File: src/rtl/core/ffpa_pkg.sv
`timescale 1ns / 1ps
package ffpa_pkg;

  localparam int CFG_IDX_W  = 3;
  localparam int CFG_DATA_W = 9;
  localparam int MAX_CFG_TYPES = 4;
  localparam int WORD_BITS  = 64;
  localparam logic [4:0] SHIFT_MIN = 5'd12;
  localparam logic [4:0] SHIFT_MAX = 5'd16;

  localparam logic [CFG_IDX_W-1:0] CFG_TYPE_COUNT   = 3'd0;
  localparam logic [CFG_IDX_W-1:0] CFG_TYPE_FLAGS_0 = 3'd1;
  localparam logic [CFG_IDX_W-1:0] CFG_TYPE_FLAGS_3 = 3'd4;
  localparam logic [CFG_IDX_W-1:0] CFG_PAGE_SHIFT   = 3'd5;

  localparam logic OP_ALLOC = 1'b0;
  localparam logic OP_FREE  = 1'b1;

  typedef enum logic [2:0] {
    ST_OK       = 3'd0,
    ST_NO_TYPE  = 3'd1,
    ST_ALIGN    = 3'd2,
    ST_NO_SPACE = 3'd3,
    ST_UNKNOWN  = 3'd4
  } status_t;

  typedef struct packed {
    logic        op;
    logic [7:0]  handle;
    logic [3:0]  type_mask;
    logic [8:0]  wanted_flags;
    logic [31:0] size_bytes;
    logic [31:0] align_bytes;
  } req_t;

  typedef struct packed {
    status_t     status;
    logic [1:0]  mem_type;
    logic [1:0]  chunk;
    logic [13:0] page_offset;
    logic [14:0] page_count;
    logic [29:0] byte_offset;
  } rsp_t;

  typedef struct packed {
    logic    clear;
    logic    load;
    logic    h_sub;
    logic    eval;
    logic    scan;
    logic    next_word;
    logic    next_chunk;
    logic    new_chunk;
    logic    mark_start;
    logic    mark_wr;
    logic    rec_load;
    logic    finish;
    logic    code_we;
    status_t code;
    logic    emit;
  } cmd_t;

  typedef struct packed {
    logic clr_last;
    logic h_ge;
    logic op_free;
    logic h_valid;
    logic type_found;
    logic align_bad;
    logic too_big;
    logic pages_zero;
    logic found;
    logic grp_last;
    logic word_last;
    logic chunk_more;
    logic chunk_room;
    logic mark_last;
    logic rec_zero;
    logic out_free;
  } sts_t;

endpackage

File: src/rtl/core/ffpa_ctrl.sv
`timescale 1ns / 1ps
module ffpa_ctrl (
  input  logic          clk,
  input  logic          rst,
  input  logic          req_valid,
  output logic          req_ready,
  output ffpa_pkg::cmd_t cmd,
  input  ffpa_pkg::sts_t sts
);
  import ffpa_pkg::*;

  typedef enum logic [11:0] {
    S_CLEAR = 12'b000000000001,
    S_IDLE  = 12'b000000000010,
    S_HMOD  = 12'b000000000100,
    S_EVAL  = 12'b000000001000,
    S_SRD   = 12'b000000010000,
    S_SCAN  = 12'b000000100000,
    S_MST   = 12'b000001000000,
    S_MRD   = 12'b000010000000,
    S_MWR   = 12'b000100000000,
    S_HRD   = 12'b001000000000,
    S_FIN   = 12'b010000000000,
    S_DONE  = 12'b100000000000
  } state_t;

  state_t state, state_next;

  always_ff @(posedge clk) begin
    if (rst) begin
      state <= S_CLEAR;
    end else begin
      state <= state_next;
    end
  end

  assign req_ready = (state == S_IDLE);

  always_comb begin
    state_next = state;
    cmd = '0;
    cmd.code = ST_OK;
    case (state)
      S_CLEAR: begin
        cmd.clear = 1'b1;
        if (sts.clr_last) state_next = S_IDLE;
      end
      S_IDLE: begin
        if (req_valid) begin
          cmd.load = 1'b1;
          state_next = S_HMOD;
        end
      end
      S_HMOD: begin
        // fold the handle into range
        if (sts.h_ge) cmd.h_sub = 1'b1;
        else state_next = S_EVAL;
      end
      S_EVAL: begin
        if (sts.op_free) begin
          if (!sts.h_valid) begin
            cmd.code_we = 1'b1;
            cmd.code = ST_UNKNOWN;
            state_next = S_DONE;
          end else begin
            state_next = S_HRD;
          end
        end else if (!sts.type_found) begin
          cmd.code_we = 1'b1;
          cmd.code = ST_NO_TYPE;
          state_next = S_DONE;
        end else if (sts.align_bad) begin
          cmd.code_we = 1'b1;
          cmd.code = ST_ALIGN;
          state_next = S_DONE;
        end else if (sts.too_big) begin
          cmd.code_we = 1'b1;
          cmd.code = ST_NO_SPACE;
          state_next = S_DONE;
        end else begin
          cmd.eval = 1'b1;
          state_next = sts.pages_zero ? S_FIN : S_SRD;
        end
      end
      S_SRD: state_next = S_SCAN;
      S_SCAN: begin
        cmd.scan = 1'b1;
        if (sts.found) begin
          state_next = S_MST;
        end else if (sts.grp_last) begin
          if (!sts.word_last) begin
            cmd.next_word = 1'b1;
            state_next = S_SRD;
          end else if (sts.chunk_more) begin
            cmd.next_chunk = 1'b1;
            state_next = S_SRD;
          end else if (sts.chunk_room) begin
            // a fresh chunk is empty: place the run at its start
            cmd.new_chunk = 1'b1;
            state_next = S_MST;
          end else begin
            cmd.code_we = 1'b1;
            cmd.code = ST_NO_SPACE;
            state_next = S_DONE;
          end
        end
      end
      S_MST: begin
        cmd.mark_start = 1'b1;
        state_next = S_MRD;
      end
      S_MRD: state_next = S_MWR;
      S_MWR: begin
        cmd.mark_wr = 1'b1;
        state_next = sts.mark_last ? S_FIN : S_MRD;
      end
      S_HRD: begin
        cmd.rec_load = 1'b1;
        state_next = sts.rec_zero ? S_FIN : S_MST;
      end
      S_FIN: begin
        cmd.finish = 1'b1;
        cmd.code_we = 1'b1;
        cmd.code = ST_OK;
        state_next = S_DONE;
      end
      S_DONE: begin
        // hold until the output register frees up
        if (sts.out_free) begin
          cmd.emit = 1'b1;
          state_next = S_IDLE;
        end
      end
      default: state_next = S_CLEAR;
    endcase
  end
endmodule

File: config.mk
export PLATFORM = sky130hd
export DESIGN_NAME = ffpa_ctrl
export DESIGN_NICKNAME = d
export VERILOG_FILES = /design/src/rtl/core/ffpa_pkg.sv /design/src/rtl/core/ffpa_ctrl.sv
export SDC_FILE = /design/constraint.sdc
export NUM_CORES = 1
export LEC_CHECK = 0
export ABC_CLOCK_PERIOD_IN_PS = 2650
export BUFFER_PORTS_ARGS = -buffer_cell sky130_fd_sc_hd__buf_2
export CAP_MARGIN = 30
export CORE_UTILIZATION = 33
export DETAILED_ROUTE_END_ITERATION = 8
export GPL_TIMING_DRIVEN = 0
export PLACE_DENSITY = 0.55
export SYNTH_ARGS = -nofsm -noshare
export SYNTH_HDL_FRONTEND = slang
export SYNTH_SLANG_ARGS = --single-unit
File: constraint.sdc
create_clock -name clk -period 2.65 [get_ports clk]
set_input_delay 0.265 -clock clk [delete_from_list [all_inputs] [get_ports clk]]
set_output_delay 0.265 -clock clk [all_outputs]
set_load 0.03 [all_outputs]
### Yosys cells after proc, flatten, opt, wreduce, memory -nomap -nowiden

Index checks and enable logic that the tools add are counted.

* bits of input ports: 19
* register bits after elaboration: 12

* reduce and logical (&&, ||, !) cells: 1
* equal/unequal tests: 17
* multiplexer cells: 53

Operators by type and width (number)
* 2-to-1 mux 12 bit: 14
* one-hot mux 12 bit (12 select lines): 1
* 2-to-1 mux 4 bit: 11
* 2-to-1 mux 11 bit: 3
* 2-to-1 mux 1 bit: 20
* equality test 12 x 1 -> 1 bit (second input constant): 1
* equality test 12 x 10 -> 1 bit (second input constant): 1
* equality test 12 x 11 -> 1 bit (second input constant): 1
* equality test 12 bit (second input constant): 1
* equality test 12 x 2 -> 1 bit (second input constant): 1
* equality test 12 x 3 -> 1 bit (second input constant): 1
* equality test 12 x 4 -> 1 bit (second input constant): 1
* equality test 12 x 5 -> 1 bit (second input constant): 1
* equality test 12 x 6 -> 1 bit (second input constant): 1
* equality test 12 x 7 -> 1 bit (second input constant): 1
* equality test 12 x 8 -> 1 bit (second input constant): 1
* equality test 12 x 9 -> 1 bit (second input constant): 1
* one-hot mux 4 bit (3 select lines): 1
* != test 2 bit (second input constant): 4
* 2-to-1 mux 3 bit: 2
* AND reduction 5 bit: 1
* != test 3 bit (second input constant): 1
* 2-to-1 mux 2 bit: 1

### Logic depth before layout (Yosys ltp)

* depth after elaboration: 6
* depth in mapped cells: 6
* mapped depth without buffers: 5

### Least setup slack after synthesis

OpenSTA, ideal clock, no wires.

* path type: reg-to-output
* start point: register state[8]
* end point: output port cmd[2] (netlist bit)
* cell stages (with the launch flop): 6
* arrival time: 2.214 ns
* data required time: 2.385 ns
* path buffers: 1
* setup slack: 0.171 ns
* cells stage by stage: dfxtp_1 clkbuf_1 or4_1 nor3_2 nand2_1 o31ai_1

RTL lines
* from (decl): RTL line ffpa_ctrl.sv:27 `state_t state, state_next;`
* from (signal assigned): RTL line ffpa_ctrl.sv:33 `state <= state_next;`
* to (decl): RTL line ffpa_ctrl.sv:7 `output ffpa_pkg::cmd_t cmd,`

==> out/metrics.csv <==
stage,metric,value,unit
floorplanning,die_y,56.87,µm
floorplanning,initial_core_util,35.41,%
floorplanning,top_level_ports,37,
synthesis,yosysWarningCount,0,
floorplanning,dieArea,3234,µm²
run_status,violations,DRC,
synthesis,synth_top_area_share,24.18,%
floorplanning,core,2805,µm²
worst_hold_path,min_path_type,in2reg,
synthesis,synth_largest_area_cell,dfxtp_1,
setup_path,critPathArrivalTime,2.27,ns
routing,met1Wirelength,1324,µm
sta,slew_viol_final,0,
power_and_ir_drop,ir_drop,0.2398,mV
clocking,h-tree-depth,1,
run,drv_cap,0,
routing,drt-initial-drc-count,28,
synthesis,synthFlopType,dfxtp_1,
setup_path,slowest_stage,or4_4,
layout,largest_register_ffs,12,
global_route,track_usage,18.64,%
layout,drive_gt1_share,30.86,%
global_route,grt_max_degree,11,
setup_path,path_delay_family,simple AND/OR/NAND/NOR gates,
clocking,cts.sinks,12,
layout,reg.largest.list,state (12),
power_and_ir_drop,clockPowerShare,16.8,%
routing,firstDrtPassIters,7,
clocking,cts_buffer_depth,2,
synthesis,avgSynthCellArea,7.305,µm²
routing,drc,2,
sta,slew_headroom,51.82,%
setup_path,worstPathRequired,2.38,ns
layout,mostFrequentLayoutCell,buf_2,
floorplanning,die_x,56.87,µm
power_and_ir_drop,combPwrFrac,52.4,%
layout,final_cell_mix,"buf_2 (35), nor2_1 (19), dfxtp_1 (12)",
layout,fin_util,45.50,%
routing,dr_wl_met2,1320,µm
synthesis,syn_area,993.5,µm²
layout,diodes,0,
global_route,grt_pass1_vias,1083,
power_and_ir_drop,switching_share,41.05,%
synthesis,ys_top_cells_by_area,"dfxtp_1 (24%), nor2_1 (7.2%), nand2_1 (4.5%)",
floorplanning,core.rowCount,19,
sta,setup_viol,0,
sta,tns,0,ns
synthesis,synth_compound_area_share,17.51,%
power_and_ir_drop,p_leak,0.5727,nW
setup_path,cpMostUsedCell,or4_4,
synthesis,ys_async_sr_fraction,0,%
placement,gp_congestion,0.9220,
clocking,insertion_delay,0.28,ns
setup_path,crit_type,reg2out,
routing,maxUsedRoutingLayer,met4,
synthesis,synthAdderAreaFrac,0,%
synthesis,synth_edf_count,0,
routing,via_count,1173,
global_route,grt_overflow,0,
sta,finalHoldViolCount,0,
sta,timing.fmax,393.9,MHz
sta,fin_crit,2.539,ns
power_and_ir_drop,pwr-share-seq,30.8,%
sta,rsz0062_at_grt,no,
synthesis,synth_mux_area_share,0,%
global_route,grt_pass1_wl,4754,µm
clocking,cts_made_buffers,3,
sta,post-route-period-util,95.80,%
setup_path,cp-end-kind,primary output,
layout,nets,196,
power_and_ir_drop,intPower,407.5,µW
power_and_ir_drop,p_per_area,541.7,nW/µm²
sta,worst_pin_slew,0.7172,ns
synthesis,yosys_register_bits,12,
layout,area_growth,28.46,%
placement,io_buffers,35,
routing,vias_per_cell,5.694,
setup_path,cp_num_buf_inv,2,
clocking,cts_tree,built,
synthesis,synth_cell_types,45,
synthesis,syn_inst,136,
clocking,cts-root-buf,clkbuf_4,
synthesis,synth_top_family_by_area,simple AND/OR/NAND/NOR gates,
global_route,antenna_found_initial,0,
routing,drtAntennaViolNets,0,
power_and_ir_drop,switching_power,283.8,µW
setup_path,worstPathCellList,clkbuf_1 -> or4_4 -> or4_4 -> nor2_1 -> buf_2,
clocking,clk_pin_slew_worst_paths,0.07,ns
synthesis,yosysSeqAreaShare,24.18,%
synthesis,synthSimpleGateAreaFrac,48.61,%
run_status,status,"finished, violations left",
synthesis,syn-num-nets,155,
sta,skew,0.001077,ns
routing,post_drt_wl_per_cell,13.78,µm
setup_path,crit_path_max_incr_delay,0.57,ns
routing,postRouteWirelength,2839,µm
setup_path,cp_max_fo,10,
synthesis,synth_xor_area_share,3.526,%
routing,dr_wl_met3,138,µm
setup_path,worst_setup_path_start_kind,register,
placement,detailed_place_hpwl,2197,µm
layout,top_register,state,
area by class of cell:
cell class | instances | area, µm²
fill | 288 | 1529
multi-input combinational | 110 | 728.2
sequential | 12 | 240.2
timing repair buffer | 36 | 185.2
tap | 31 | 38.79
buffer | 7 | 35.03
inverter | 7 | 26.28
clock buffer | 3 | 22.52
worst paths after layout:
kind,from,to,slack [ns],depth (start not counted)
setup / recovery,state[2],cmd[7],0.11,5
hold / removal,sts[13],state[9],0.28,2
setup reg to reg,state[8],state[1],0.29,6
hold reg to reg,state[7],state[8],0.62,1
timing repair:
action                     in CTS  in global routing
resized for setup               3                  6
setup endpoints to repair       4                  4
pin swaps                       1                  0
setup buffers                   1                  0
hold buffers                    0                  0
metal layers:
layer / GRT usage [%] / up-vias
met3: 2.535 / 7
met1: 24.44 / 534
met4: 8.711 / 0
met2: 30.10 / 39
li1: - / 593
met5: 0 / -
cells by family (layout without fill, tap and decap cells):
group | after synthesis | count (layout)
AND/OR/NAND/NOR | 81 | 81
buffers and inverters | 14 | 53
flip-flops | 12 | 12
XOR/XNOR | 4 | 4
AO/OA/AOI/OAI | 25 | 25
cell usage after synthesis, types with 2 or more instances:
library cell,number
o31ai_1,3
nor4_1,3
nor2_1,19
xor2_1,3
and3_1,3
or4_4,3
dfxtp_1,12
nor3b_1,4
o32a_1,2
or3_1,2
nand4b_1,2
nor4b_1,4
or4_1,2
nand3_1,4
nand2_1,12
nor3_1,8
a31oi_1,2
o31a_1,2
inv_1,7
o21a_1,2
or2_2,2
a21oi_1,5
o21ai_0,4
nand4_1,2
clkbuf_1,4
metrics by stage:
stage	instances	worst slack [ns]	total power, mW	hold slack, ns	area (µm²)
2_1_floorplan	136	0.1713	0.4718	0.4208	993.5
3_3_place_gp	202	0.1349	0.5506	0.5632	1207
3_5_place_dp	202	0.1152	0.5551	0.5706	1207
4_1_cts	206	0.01377	0.6706	0.2798	1251
5_1_grt	206	0.004143	0.7393	0.2801	1276
6_report	206	0.1113	0.6914	0.2783	1276
power groups by stage:
stage                     clock network, mW  logic [mW]  registers, mW
after detailed placement                  0       0.344          0.211
final                                 0.116       0.363          0.213
after global routing                  0.128       0.397          0.215
after global placement                    0       0.340          0.210
after floorplan                           0       0.262          0.210
after CTS                             0.114       0.349          0.207
Power figures use the tool's default switching activity.
